File: config.mk
export PLATFORM = sky130hd
export DESIGN_NAME = scan_pixel_average_reorder_top
export DESIGN_NICKNAME = d
export VERILOG_FILES = /design/src/sv/spa_pkg.sv /design/src/sv/spa_divider.sv /design/src/sv/spa_datapath.sv /design/src/sv/spa_ctrl.sv /design/src/sv/scan_pixel_average_reorder_top.sv
export SDC_FILE = /design/constraint.sdc
export NUM_CORES = 1
export LEC_CHECK = 0
export CORE_MARGIN = 4
export CORE_UTILIZATION = 45
export CTS_CLUSTER_DIAMETER = 100
export DETAILED_ROUTE_END_ITERATION = 12
export DONT_BUFFER_PORTS = 1
export PLACE_DENSITY = 0.66
export SLEW_MARGIN = 20
export SYNTH_ARGS = -nofsm -noshare
export SYNTH_HDL_FRONTEND = slang
export SYNTH_SLANG_ARGS = --single-unit
File: constraint.sdc
create_clock -name clk -period 3.45 [get_ports clk]
set_input_delay 0.69 -clock clk [delete_from_list [all_inputs] [get_ports clk]]
set_output_delay 0.69 -clock clk [all_outputs]
set_load 0.02 [all_outputs]
File: src/sv/spa_pkg.sv
// ============================================================================
// spa_pkg - shared types and constants for the scan pixel averaging block
// Field widths, register indexes, reset values and controller interface.
// ============================================================================
`default_nettype none

package spa_pkg;

	// field widths fixed by the interface
	localparam int SAMPLE_W    = 16;
	localparam int COORD_W     = 10;
	localparam int CFG_DATA_W  = 11;
	localparam int CFG_INDEX_W = 2;

	// fixed digitizer offset removed from every sample
	localparam int SAMPLE_OFFSET = 8000;

	// saturation limits of the pixel value
	localparam int PIX_MAX = 32767;
	localparam int PIX_MIN_MAG = 32768;

	// register indexes
	localparam logic [CFG_INDEX_W-1:0] REG_PIXELS_PER_LINE   = 2'd0;
	localparam logic [CFG_INDEX_W-1:0] REG_LINES_PER_FRAME   = 2'd1;
	localparam logic [CFG_INDEX_W-1:0] REG_SAMPLES_PER_PIXEL = 2'd2;
	localparam logic [CFG_INDEX_W-1:0] REG_FLIP_ODD_LINES    = 2'd3;

	// register reset values
	localparam logic [CFG_DATA_W-1:0] RST_PIXELS_PER_LINE   = 11'd512;
	localparam logic [CFG_DATA_W-1:0] RST_LINES_PER_FRAME   = 11'd512;
	localparam logic [CFG_DATA_W-1:0] RST_SAMPLES_PER_PIXEL = 11'd1;

	// controller to datapath
	typedef struct packed {
		logic accept;     // take the sample on the input this cycle
		logic start_div;  // hand the finished pixel sum to the divider
		logic load_out;   // move the quotient into the output register
	} spa_cmd_t;

	// datapath to controller
	typedef struct packed {
		logic pixel_last; // next sample completes the current pixel
		logic div_busy;   // divider still iterating
		logic out_free;   // output register empty or being taken
	} spa_status_t;

endpackage

`default_nettype wire

File: src/sv/spa_divider.sv
// ============================================================================
// spa_divider - restoring unsigned divider, one quotient bit per cycle
// Divides an N-bit magnitude by a D-bit divisor.
// ============================================================================
`default_nettype none

module spa_divider #(
	parameter int N = 21,
	parameter int D = 5
) (
	input  wire logic         clk,
	input  wire logic         arst_n,
	input  wire logic         start,
	input  wire logic [N-1:0] dividend,
	input  wire logic [D-1:0] divisor,
	output logic              busy,
	output logic [N-1:0]      quotient
);

	localparam int CNT_W = $clog2(N + 1);

	logic             busy_q;
	logic [CNT_W-1:0] cnt_q;
	logic [D-1:0]     rem_q;
	logic [D-1:0]     div_q;
	logic [N-1:0]     quo_q;

	logic [D:0] trial;
	logic [D:0] diff;
	logic       ge;

	// shift in the next dividend bit and try the subtraction
	assign trial = {rem_q, quo_q[N-1]};
	assign diff  = trial - {1'b0, div_q};
	assign ge    = trial >= {1'b0, div_q};

	always_ff @(posedge clk or negedge arst_n) begin
		if (!arst_n) begin
			busy_q <= 1'b0;
			cnt_q  <= '0;
		end else if (start) begin
			busy_q <= 1'b1;
			cnt_q  <= CNT_W'(N);
		end else if (busy_q) begin
			busy_q <= (cnt_q != CNT_W'(1));
			cnt_q  <= cnt_q - CNT_W'(1);
		end
	end

	always_ff @(posedge clk) begin
		if (start) begin
			rem_q <= '0;
			div_q <= divisor;
			quo_q <= dividend;
		end else if (busy_q) begin
			rem_q <= ge ? diff[D-1:0] : trial[D-1:0];
			quo_q <= {quo_q[N-2:0], ge};
		end
	end

	assign busy     = busy_q;
	assign quotient = quo_q;

endmodule

`default_nettype wire

File: src/sv/spa_datapath.sv
// ============================================================================
// spa_datapath - configuration, accumulation, scan counters and output
// Sums offset-corrected samples, tracks line and column, divides and holds
// the finished pixel in the output register.
// ============================================================================
`default_nettype none

module spa_datapath
	import spa_pkg::*;
#(
	parameter int MAX_SPP = 16,
	parameter int MAX_PPL = 1024,
	parameter int MAX_LPF = 1024
) (
	input  wire logic                     clk,
	input  wire logic                     arst_n,
	input  wire logic                     cfg_write,
	input  wire logic [CFG_INDEX_W-1:0]   cfg_index,
	input  wire logic [CFG_DATA_W-1:0]    cfg_data,
	input  wire logic signed [SAMPLE_W-1:0] raw_sample,
	input  wire logic                     out_stall,
	input  wire spa_cmd_t                 cmd,
	output spa_status_t                   status,
	output logic                          out_valid,
	output logic signed [SAMPLE_W-1:0]    pixel_value,
	output logic [COORD_W-1:0]            row,
	output logic [COORD_W-1:0]            column,
	output logic                          frame_end
);

	localparam int CW    = $clog2(MAX_SPP + 1);
	localparam int SUM_W = 17 + $clog2(MAX_SPP);
	localparam int PLW   = $clog2(MAX_PPL + 1);
	localparam int CLW   = $clog2(MAX_PPL);
	localparam int LLW   = $clog2(MAX_LPF + 1);
	localparam int LNW   = $clog2(MAX_LPF);

	function automatic int unsigned clamp_count(input logic [CFG_DATA_W-1:0] v,
	                                            input int unsigned maxv);
		int unsigned r;
		r = 32'(v);
		if (r == 0)
			r = 1;
		else if (r > maxv)
			r = maxv;
		return r;
	endfunction

	// configuration, held already clamped
	logic [PLW-1:0] ppl_q;
	logic [LLW-1:0] lpf_q;
	logic [CW-1:0]  spp_q;
	logic           flip_q;

	// running state
	logic [CW-1:0]           cnt_q;
	logic signed [SUM_W-1:0] sum_q;
	logic [CLW-1:0]          col_q;
	logic [LNW-1:0]          line_q;

	// pixel waiting on the divider
	logic               neg_q;
	logic [COORD_W-1:0] pend_row_q;
	logic [COORD_W-1:0] pend_col_q;
	logic               pend_fe_q;

	// output register
	logic                       out_valid_q;
	logic signed [SAMPLE_W-1:0] pix_q;
	logic [COORD_W-1:0]         row_q;
	logic [COORD_W-1:0]         col_out_q;
	logic                       fe_q;

	logic signed [SUM_W-1:0] sample_corr;
	logic signed [SUM_W-1:0] sum_next;
	logic [SUM_W-1:0]        sum_mag;
	logic [CW-1:0]           cnt_next;
	logic [PLW-1:0]          col_ext;
	logic [LLW-1:0]          line_ext;
	logic                    last_col;
	logic                    last_line;
	logic [PLW-1:0]          col_mir;
	logic                    div_busy;
	logic [SUM_W-1:0]        quo;
	logic signed [SAMPLE_W-1:0] pix_sat;

	assign sample_corr = SUM_W'(raw_sample) - SUM_W'(SAMPLE_OFFSET);
	assign sum_next    = sum_q + sample_corr;
	assign sum_mag     = sum_next[SUM_W-1] ? SUM_W'(-sum_next) : SUM_W'(sum_next);
	assign cnt_next    = cnt_q + CW'(1);

	assign col_ext   = PLW'(col_q);
	assign line_ext  = LLW'(line_q);
	assign last_col  = (col_ext + PLW'(1)) >= ppl_q;
	assign last_line = (line_ext + LLW'(1)) >= lpf_q;

	// mirror the columns of odd lines when flipping
	always_comb begin
		col_mir = col_ext;
		if (flip_q && line_q[0] && (col_ext < ppl_q))
			col_mir = ppl_q - PLW'(1) - col_ext;
	end

	always_ff @(posedge clk or negedge arst_n) begin
		if (!arst_n) begin
			ppl_q  <= PLW'(clamp_count(RST_PIXELS_PER_LINE, MAX_PPL));
			lpf_q  <= LLW'(clamp_count(RST_LINES_PER_FRAME, MAX_LPF));
			spp_q  <= CW'(clamp_count(RST_SAMPLES_PER_PIXEL, MAX_SPP));
			flip_q <= 1'b0;
		end else if (cfg_write) begin
			case (cfg_index)
				REG_PIXELS_PER_LINE:   ppl_q  <= PLW'(clamp_count(cfg_data, MAX_PPL));
				REG_LINES_PER_FRAME:   lpf_q  <= LLW'(clamp_count(cfg_data, MAX_LPF));
				REG_SAMPLES_PER_PIXEL: spp_q  <= CW'(clamp_count(
				                                  CFG_DATA_W'(cfg_data[4:0]), MAX_SPP));
				REG_FLIP_ODD_LINES:    flip_q <= cfg_data[0];
				default:               flip_q <= flip_q;
			endcase
		end
	end

	// accumulate and advance the scan position; a register write restarts the frame
	always_ff @(posedge clk or negedge arst_n) begin
		if (!arst_n) begin
			cnt_q  <= '0;
			sum_q  <= '0;
			col_q  <= '0;
			line_q <= '0;
		end else if (cfg_write) begin
			cnt_q  <= '0;
			sum_q  <= '0;
			col_q  <= '0;
			line_q <= '0;
		end else if (cmd.accept) begin
			if (cnt_next >= spp_q) begin
				cnt_q <= '0;
				sum_q <= '0;
				if (last_col) begin
					col_q  <= '0;
					line_q <= last_line ? '0 : line_q + LNW'(1);
				end else begin
					col_q <= col_q + CLW'(1);
				end
			end else begin
				cnt_q <= cnt_next;
				sum_q <= sum_next;
			end
		end
	end

	always_ff @(posedge clk) begin
		if (cmd.start_div) begin
			neg_q      <= sum_next[SUM_W-1];
			pend_row_q <= COORD_W'(line_q);
			pend_col_q <= COORD_W'(col_mir);
			pend_fe_q  <= last_col && last_line;
		end
	end

	spa_divider #(
		.N (SUM_W),
		.D (CW)
	) u_div (
		.clk      (clk),
		.arst_n   (arst_n),
		.start    (cmd.start_div),
		.dividend (sum_mag),
		.divisor  (spp_q),
		.busy     (div_busy),
		.quotient (quo)
	);

	// restore the sign and saturate
	always_comb begin
		if (neg_q) begin
			if (quo > SUM_W'(PIX_MIN_MAG))
				pix_sat = SAMPLE_W'(-PIX_MIN_MAG);
			else
				pix_sat = -$signed(quo[SAMPLE_W-1:0]);
		end else begin
			if (quo > SUM_W'(PIX_MAX))
				pix_sat = SAMPLE_W'(PIX_MAX);
			else
				pix_sat = $signed(quo[SAMPLE_W-1:0]);
		end
	end

	always_ff @(posedge clk or negedge arst_n) begin
		if (!arst_n)
			out_valid_q <= 1'b0;
		else if (cmd.load_out)
			out_valid_q <= 1'b1;
		else if (!out_stall)
			out_valid_q <= 1'b0;
	end

	always_ff @(posedge clk) begin
		if (cmd.load_out) begin
			pix_q     <= pix_sat;
			row_q     <= pend_row_q;
			col_out_q <= pend_col_q;
			fe_q      <= pend_fe_q;
		end
	end

	assign status.pixel_last = cnt_next >= spp_q;
	assign status.div_busy   = div_busy;
	assign status.out_free   = !out_valid_q || !out_stall;

	assign out_valid   = out_valid_q;
	assign pixel_value = pix_q;
	assign row         = row_q;
	assign column      = col_out_q;
	assign frame_end   = fe_q;

endmodule

`default_nettype wire

File: src/sv/spa_ctrl.sv
// ============================================================================
// spa_ctrl - sequencer for sample intake, division and result hand-off
// Takes samples until a pixel completes, then holds the input while the
// divider runs and the result is moved to the output register.
// ============================================================================
`default_nettype none

module spa_ctrl
	import spa_pkg::*;
(
	input  wire logic        clk,
	input  wire logic        arst_n,
	input  wire logic        in_valid,
	input  wire spa_status_t status,
	output logic             in_stall,
	output spa_cmd_t         cmd
);

	localparam logic [0:0] ST_ACC = 1'b0;
	localparam logic [0:0] ST_DIV = 1'b1;

	logic [0:0] state_q;
	logic [0:0] state_next;

	always_comb begin
		cmd        = '0;
		state_next = state_q;
		case (state_q)
			ST_ACC: begin
				cmd.accept = in_valid;
				if (in_valid && status.pixel_last) begin
					cmd.start_div = 1'b1;
					state_next    = ST_DIV;
				end
			end
			ST_DIV: begin
				if (!status.div_busy && status.out_free) begin
					cmd.load_out = 1'b1;
					state_next   = ST_ACC;
				end
			end
			default: state_next = ST_ACC;
		endcase
	end

	always_ff @(posedge clk or negedge arst_n) begin
		if (!arst_n)
			state_q <= ST_ACC;
		else
			state_q <= state_next;
	end

	assign in_stall = (state_q != ST_ACC);

endmodule

`default_nettype wire

File: src/sv/scan_pixel_average_reorder_top.sv
// ============================================================================
// scan_pixel_average_reorder_top - bidirectional scan pixel averaging
// Averages offset-corrected digitizer samples per pixel and tags each pixel
// with its line and (optionally mirrored) column.
// ============================================================================
//
//  channel  direction  handshake            payload
//  -------  ---------  -------------------  ---------------------------------
//  in       sink       in_valid / in_stall  raw_sample
//  out      source     out_valid/out_stall  pixel_value, row, column, frame_end
//  cfg      sink       cfg_write            cfg_index, cfg_data
//
//  The sample that completes a pixel starts the restoring divider, which
//  yields one quotient bit per cycle on a SUM_W-bit magnitude, where
//  SUM_W = 17 + clog2(MAX_SAMPLES_PER_PIXEL) (21 bits by default).
//  A finished pixel waits in the output register, and samples of the next
//  pixel are taken meanwhile; in_stall rises only while a division is
//  running or its result cannot yet be placed in the output register.
//  Reset restores the register defaults and starts a new frame; any
//  register write also starts a new frame. No memories, so no clearing pass.
//
`default_nettype none

module scan_pixel_average_reorder_top
	import spa_pkg::*;
#(
	parameter int MAX_SAMPLES_PER_PIXEL = 16,
	parameter int MAX_PIXELS_PER_LINE   = 1024,
	parameter int MAX_LINES_PER_FRAME   = 1024
) (
	input  wire logic                       clk,
	input  wire logic                       arst_n,
	// configuration
	input  wire logic                       cfg_write,
	input  wire logic [CFG_INDEX_W-1:0]     cfg_index,
	input  wire logic [CFG_DATA_W-1:0]      cfg_data,
	// sample request
	input  wire logic                       in_valid,
	output logic                            in_stall,
	input  wire logic signed [SAMPLE_W-1:0] raw_sample,
	// pixel request
	output logic                            out_valid,
	input  wire logic                       out_stall,
	output logic signed [SAMPLE_W-1:0]      pixel_value,
	output logic [COORD_W-1:0]              row,
	output logic [COORD_W-1:0]              column,
	output logic                            frame_end
);

	spa_cmd_t    cmd;
	spa_status_t status;

	// sequence intake, division and hand-off
	spa_ctrl u_ctrl (
		.clk      (clk),
		.arst_n   (arst_n),
		.in_valid (in_valid),
		.status   (status),
		.in_stall (in_stall),
		.cmd      (cmd)
	);

	// hold configuration, sum samples, count the scan, divide and present
	spa_datapath #(
		.MAX_SPP (MAX_SAMPLES_PER_PIXEL),
		.MAX_PPL (MAX_PIXELS_PER_LINE),
		.MAX_LPF (MAX_LINES_PER_FRAME)
	) u_dp (
		.clk         (clk),
		.arst_n      (arst_n),
		.cfg_write   (cfg_write),
		.cfg_index   (cfg_index),
		.cfg_data    (cfg_data),
		.raw_sample  (raw_sample),
		.out_stall   (out_stall),
		.cmd         (cmd),
		.status      (status),
		.out_valid   (out_valid),
		.pixel_value (pixel_value),
		.row         (row),
		.column      (column),
		.frame_end   (frame_end)
	);

endmodule

`default_nettype wire

# After elaboration in Yosys (flattened, before gate mapping)
# Index checks and enable logic that the tools add are counted.
# word_totals
out_inout_bits	39
register_bits	172
# op_classes
n_mux	39
n_bitwise	1
eq_ne	5
addsub	13
n_reduce_logical	22
order_cmp	9
# op_table
cell	n
two-way mux 21 bit	6
two-way mux 10 bit	10
two-way mux 16 bit	3
two-way mux 5 bit	8
adder 10 x 1 -> 11 bit, second input constant	2
greater-or-equal comparator 11 bit	2
two-way mux 11 bit	2
adder 21 bit	1
> comparator 21 x 15 -> 1 bit, second input constant	1
> comparator 21 x 16 -> 1 bit, second input constant	1
negator 21 bit	1
adder 10 x 1 -> 10 bit, second input constant	2
subtractor 16 x 14 -> 17 bit, second input constant	1
negator 16 bit	1
> comparator 11 bit, second input constant	1
zero test 11 bit	1
less-than comparator 10 x 11 -> 1 bit	1
AND reduction 2 bit	5
subtractor 10 x 1 -> 10 bit, second input constant	1
subtractor 10 bit	1
two-way mux 1 bit	8
nonzero test 2 bit	4
greater-or-equal comparator 6 x 5 -> 1 bit	1
adder 5 x 1 -> 5 bit, second input constant	1
other kinds (17)	24

# Logic depth before layout (Yosys ltp)
# logic_depth
depth_word	7
ltp_mapped	17

# Hierarchy
# From an unflattened synthesis, not the netlist that was laid out.
# hier_totals
cells_unflattened	1053
area_unflattened_um2	10566.4
# modules_own_cells
module	seq_area_each_um2	cells_per_inst	area_per_inst_um2	n_inst
spa_datapath	3652.3	910	8702.1	1
spa_divider	1031.0	136	1795.5	1
spa_ctrl	25.0	7	68.8	1

# Worst setup path before layout
# Ideal clock, no wire load.
# synth_path
path_kind	input to register
from	input port raw_sample[6]
to	register u_dp.u_div.quo_q[18] (netlist: u_dp.u_div.quotient[18]), data pin
setup_ns	0.259
slack_ns	-0.814
t_required_ns	3.191
stages	17
arrival_time_ns	4.005
cell_sequence	inv_1 > ha_1 > and3b_1 > and4_1 > nor2_1 > xor2_1 > ha_1 > clkbuf_1 > a21o_1 > nand2b_1 > nor3_1 > a21oi_1 > xor2_1 > nor4_1 > a211oi_1 > a221o_1 > a211o_1
# synth_between
elab_chain_len	5
# synth_lines
element	line	rtl
start: declaration	scan_pixel_average_reorder_top.sv:40	input wire logic signed [SAMPLE_W-1:0] raw_sample,
subtractor 16 x 14 -> 17 bit *	spa_datapath.sv:87	assign sample_corr = SUM_W'(raw_sample) - SUM_W'(SAMPLE_OFFSET);
adder 21 bit *	spa_datapath.sv:88	assign sum_next = sum_q + sample_corr;
negator 21 bit	spa_datapath.sv:89	assign sum_mag = sum_next[SUM_W-1] ? SUM_W'(-sum_next) : SUM_W'(sum_next);
two-way mux 21 bit *	spa_datapath.sv:89	
two-way mux 21 bit *	spa_divider.sv:51	if (start) begin
end signal: assignment	spa_divider.sv:54	quo_q <= dividend;
end signal: assignment	spa_divider.sv:57	quo_q <= {quo_q[N-2:0], ge};
end: declaration	spa_divider.sv:26	logic [N-1:0] quo_q;
# Every way passes the cells marked *; elsewhere a longest branch is shown, timed or not.
# A chain may end at the register's enable or synchronous reset.

# Worst setup path after layout
# layout_path
from	input port raw_sample[6]
to	register u_dp.u_div.quo_q[18] (netlist: u_dp.u_div.quotient[18]), data pin
# layout_between
elab_cells_between_ends	5
cone_classes	add/sub (3); mux (2)
# layout_rtl
element	line	rtl
subtractor 16 x 14 -> 17 bit	spa_datapath.sv:87	
adder 21 bit	spa_datapath.sv:88	
net u_dp.sum_next[20]	spa_datapath.sv:75	logic signed [SUM_W-1:0] sum_next;
two-way mux 21 bit	spa_datapath.sv:89	
two-way mux 21 bit	spa_divider.sv:51	
# The timed path passes the listed nets, and every way through them passes these cells.

==> flow_results.xml <==
<?xml version="1.0" encoding="UTF-8"?>
<metrics>
  <group name="clock_network">
    <metric name="cts.htree.levels" unit="">4</metric>
    <metric name="clk-insertion-delay-late" unit="ns">0.43</metric>
    <metric name="cts_root_buf" unit="">sky130_fd_sc_hd__clkbuf_16</metric>
    <metric name="deepest_clock_path_buffer_count" unit="">2</metric>
    <metric name="cts_sinks" unit="">172</metric>
    <metric name="cts_buffers" unit="">17</metric>
    <metric name="cts.reportedPaths.clkPinSlew" unit="ns">0.07</metric>
    <metric name="tritoncts" unit="">done</metric>
  </group>
  <group name="sta">
    <metric name="finalSetupViolations" unit="">5</metric>
    <metric name="clock_skew" unit="ns">0.0144</metric>
    <metric name="hold_violations" unit="">0</metric>
    <metric name="rsz_0062_raised_after_global_routing" unit="">yes</metric>
    <metric name="share_of_the_cycle_needed_by_the_critical_path_after_routing" unit="">1.04</metric>
    <metric name="fin_ws" unit="ns">-0.126</metric>
    <metric name="final_period_minus_worst_setup_slack" unit="ns">3.58</metric>
    <metric name="fmax" unit="MHz">280</metric>
    <metric name="maxSlewHeadroom" unit="">0.362</metric>
    <metric name="report.final.slew_viol_count" unit="">0</metric>
    <metric name="max_slew.worst_pin.slew" unit="ns">0.957</metric>
    <metric name="totalNegativeSetupSlack" unit="ns">-0.182</metric>
  </group>
  <group name="global_routing">
    <metric name="grt_antenna_before_repair" unit="">1</metric>
    <metric name="grt_overflow" unit="">0</metric>
    <metric name="grt_first_pass_wirelength" unit="µm">41800</metric>
    <metric name="via_count_of_the_first_global_routing_pass" unit="">8278</metric>
    <metric name="largest_net_degree_at_the_start_of_global_routing" unit="">80</metric>
    <metric name="globalRouteTotalUtil" unit="">0.196</metric>
  </group>
  <group name="yosys">
    <metric name="synth_sequential_area_ratio" unit="">0.444</metric>
    <metric name="synth_top_area_cell" unit="">sky130_fd_sc_hd__edfxtp_1</metric>
    <metric name="synth_common_cells" unit="">sky130_fd_sc_hd__nand2_1, sky130_fd_sc_hd__edfxtp_1, sky130_fd_sc_hd__o21ai_0</metric>
    <metric name="synthDistinctLibCells" unit="">76</metric>
    <metric name="synthesis.yosys.warnings" unit="">0</metric>
    <metric name="ys_seq_elements" unit="">172</metric>
    <metric name="synth_area_leaders" unit="">sky130_fd_sc_hd__edfxtp_1, sky130_fd_sc_hd__dfrtp_1, sky130_fd_sc_hd__ha_1</metric>
    <metric name="ys_async_sr_fraction" unit="">0.477</metric>
    <metric name="synthesis.area" unit="µm²">10600</metric>
    <metric name="synthesis.nets" unit="">1193</metric>
    <metric name="synth_top_area_share" unit="">0.241</metric>
    <metric name="synth_most_common_cell" unit="">sky130_fd_sc_hd__nand2_1</metric>
    <metric name="synth_area_per_cell" unit="µm²">9.87</metric>
    <metric name="synth-edff-count" unit="">85</metric>
    <metric name="synth_flop_cell" unit="">sky130_fd_sc_hd__edfxtp_1</metric>
    <metric name="synth_cells" unit="">1075</metric>
  </group>
  <group name="setup_path">
    <metric name="timing.critical_path.buf_inv" unit="">2</metric>
    <metric name="timing.critical_path.max_delay_family" unit="">compound AO/OA/AOI/OAI gates</metric>
    <metric name="worstPathRequired" unit="ns">3.63</metric>
    <metric name="cpMaxStageDelayCell" unit="">sky130_fd_sc_hd__a2111oi_4</metric>
    <metric name="critical_path_arrival" unit="ns">3.76</metric>
    <metric name="cp_capture_type" unit="">flop</metric>
    <metric name="start_kind" unit="">input pin</metric>
    <metric name="timing.critical_path.cells" unit="">inv_12 -&gt; ha_4 -&gt; and3b_2 -&gt; and4_4 -&gt; nor2_1 -&gt; xor2_1 -&gt; ha_1 -&gt; a21o_1 -&gt; a2111oi_4 -&gt; nor3_2 -&gt; o31a_1 -&gt; nor3_4 -&gt; buf_6 -&gt; nor2_4 -&gt; a221o_1 -&gt; a211o_1</metric>
    <metric name="cp_slowest_stage_delay" unit="ns">0.34</metric>
    <metric name="maximum_fanout_encountered_on_the_critical_timing_path" unit="">5</metric>
    <metric name="critical_path_class" unit="">in2reg</metric>
  </group>
  <group name="floorplanning">
    <metric name="initial_core_util" unit="">0.463</metric>
    <metric name="die-width" unit="µm">162</metric>
    <metric name="chipHeight" unit="µm">162</metric>
    <metric name="ioPinCount" unit="">73</metric>
    <metric name="design.die.area" unit="µm²">26100</metric>
    <metric name="floorplan.rows" unit="">55</metric>
    <metric name="core_area" unit="µm²">22900</metric>
  </group>
  <group name="routing">
    <metric name="via_per_instance_ratio" unit="">5.61</metric>
    <metric name="routed_wire_length_per_instance" unit="µm">17.0</metric>
    <metric name="drt_first_pass_iters" unit="">5</metric>
    <metric name="drt_iter0_drc" unit="">516</metric>
    <metric name="postRouteWirelength" unit="µm">25900</metric>
    <metric name="remaining_drc_errors" unit="">0</metric>
    <metric name="vias" unit="">8544</metric>
    <metric name="antenna_violating_nets_post_route" unit="">0</metric>
  </group>
  <group name="power">
    <metric name="power_leakage" unit="nW">5.61</metric>
    <metric name="irDropWorstVdd" unit="mV">0.386</metric>
    <metric name="cellPowerDensity" unit="nW/µm²">708</metric>
  </group>
  <group name="placed_design">
    <metric name="pre_cts_ws" unit="ns">-0.585</metric>
    <metric name="portBuffers" unit="">0</metric>
    <metric name="gpl.final_weighted_congestion" unit="">0.887</metric>
    <metric name="dp_hpwl" unit="µm">18400</metric>
  </group>
  <group name="final_layout">
    <metric name="final_nets" unit="">1316</metric>
    <metric name="post_route_cells_drive_above_1_share" unit="">0.226</metric>
    <metric name="total_inserted_antenna_cells" unit="">0</metric>
    <metric name="filler_cells" unit="">1983</metric>
    <metric name="areaGrowthSynthToFinish" unit="%">22.3</metric>
  </group>
  <group name="hold_path">
    <metric name="hp-class" unit="">in2async</metric>
  </group>
  <group name="status">
    <metric name="status" unit="">finished with violations</metric>
    <metric name="failed_checks" unit="">setup timing</metric>
  </group>
  <group name="flow_run">
    <metric name="max_cap_violations" unit="">0</metric>
  </group>
</metrics>
[timing repair]
action,in CTS,in global routing
pin swaps,5,19
endpoints found under the hold margin,79,0
setup buffers,3,10
endpoints found under the setup margin,16,48
gates cloned,0,3
resized for setup,8,79
hold buffers,1,0
[cells in the final DEF (no fill, tap or decap), types with 8 or more instances in the layout]
cell,n
sky130_fd_sc_hd__nor2b_1,10
sky130_fd_sc_hd__xor2_1,24
sky130_fd_sc_hd__xnor2_1,46
sky130_fd_sc_hd__and3_1,8
sky130_fd_sc_hd__a21oi_1,41
sky130_fd_sc_hd__ha_1,76
sky130_fd_sc_hd__nor2_1,51
sky130_fd_sc_hd__mux2i_1,8
sky130_fd_sc_hd__a31oi_1,9
sky130_fd_sc_hd__buf_4,137
sky130_fd_sc_hd__mux2_2,10
sky130_fd_sc_hd__nor3_2,9
sky130_fd_sc_hd__clkbuf_16,17
sky130_fd_sc_hd__nand3_1,31
sky130_fd_sc_hd__o311ai_1,9
sky130_fd_sc_hd__nor3_1,24
sky130_fd_sc_hd__or3_1,14
sky130_fd_sc_hd__nand2b_1,21
sky130_fd_sc_hd__dfrtp_1,78
sky130_fd_sc_hd__a22o_1,26
sky130_fd_sc_hd__o21ai_0,75
sky130_fd_sc_hd__a211oi_2,8
sky130_fd_sc_hd__a21o_1,19
sky130_fd_sc_hd__o21ai_1,11
sky130_fd_sc_hd__inv_1,73
sky130_fd_sc_hd__nand4_1,12
sky130_fd_sc_hd__edfxtp_1,85
sky130_fd_sc_hd__nand2_1,102
[worst reg2reg max path: stages (launching register included)]
cell                        delay [ns]
sky130_fd_sc_hd__dfrtp_1          0.39
sky130_fd_sc_hd__ha_1             0.22
sky130_fd_sc_hd__fa_2             0.38
sky130_fd_sc_hd__a211oi_4         0.28
sky130_fd_sc_hd__o21ai_4          0.14
sky130_fd_sc_hd__a2111oi_4        0.44
sky130_fd_sc_hd__nor3_2           0.11
sky130_fd_sc_hd__o31a_1           0.30
sky130_fd_sc_hd__nor3_4           0.20
sky130_fd_sc_hd__buf_6            0.16
sky130_fd_sc_hd__nor2_4           0.05
sky130_fd_sc_hd__a221o_1          0.33
sky130_fd_sc_hd__a211o_1          0.27
[through the flow]
stage | cell area [µm²] | hold slack [ns] | power, W | util | instances
final | 13000 | 0.0940 | 0.00919 | 0.566 | 1524
after global routing | 13000 | 0.0731 | 0.00982 | 0.566 | 1524
after CTS | 12600 | 0.0816 | 0.00885 | 0.550 | 1511
after detailed placement | 11900 | 0.402 | 0.00683 | 0.521 | 1475
after global placement | 11900 | 0.402 | 0.00674 | 0.521 | 1475
after floorplan | 10800 | 0.394 | 0.00557 | - | 1075
[flip-flops by register name, summed over array words and instances (netlist names), 5 cells and up]
signal / flops
u_dp.sum_q: 21
u_dp.ppl_q: 11
u_dp.u_div.quotient: 21
u_dp.row: 10
u_dp.column: 10
u_dp.pend_col_q: 10
u_dp.spp_q: 5
u_dp.cnt_q: 5
u_dp.lpf_q: 11
u_dp.pixel_value: 16
u_dp.u_div.div_q: 5
u_dp.pend_row_q: 10
u_dp.col_q: 10
u_dp.u_div.cnt_q: 5
u_dp.line_q: 10
u_dp.u_div.rem_q: 5
[report_power, final]
part	switching, W	total [W]	internal (W)
clock network	0.000894	0.00192	0.00103
registers	0.000529	0.00328	0.00275
logic	0.00210	0.00399	0.00189
[logic make-up after synthesis]
kind of cell             after synthesis  share of synthesized area
multiplexers                          19                     0.0192
AND/OR/NAND/NOR                      338                      0.161
buffers and inverters                116                     0.0426
adder cells (fa/ha/maj)               84                      0.101
AO/OA/AOI/OAI                        276                      0.174
flip-flops                           172                      0.444
XOR/XNOR                              70                     0.0578
[routing by layer]
layer  GRT usage  vias up  share of wire
met1       0.267     4145           0.46
li1            -     4159              -
met2       0.318      205           0.48
met4      0.0539        2          0.014
met3      0.0426       33          0.050
met5           0        -        0.00050
[final timing paths]
path,end,cells after the start,slack [ns],from
min reg2reg,u_dp.column[3]$_DFFE_PP_,0,0.42,u_dp.pend_col_q[3]$_DFFE_PP_
min,u_dp.lpf_q[9]$_DFFE_PN1P_,0,0.09,arst_n
max in group asynchronous,u_dp.out_valid$_DFFE_PN0P_,1,2.93,arst_n
max,u_dp.u_div.quotient[18]$_DFFE_PP_,16,-0.13,raw_sample[6]
max reg2reg,u_dp.u_div.quotient[18]$_DFFE_PP_,12,-0.05,u_dp.sum_q[0]$_DFFE_PN0P_
min in group clk,u_dp.spp_q[0]$_DFFE_PN1P_,1,0.32,cfg_data[4]
[layout make-up]
class | count | area, µm² | share of cell area
clock inverter | 14 | 151 | 0.0117
clock buffer | 18 | 429 | 0.0331
tap | 313 | 392 | 0.0302
multi-input combinational | 787 | 5860 | 0.452
timing repair buffer | 145 | 1140 | 0.0875
sequential | 172 | 4710 | 0.363
inverter | 75 | 299 | 0.0230
Power figures use the tool's default switching activity.
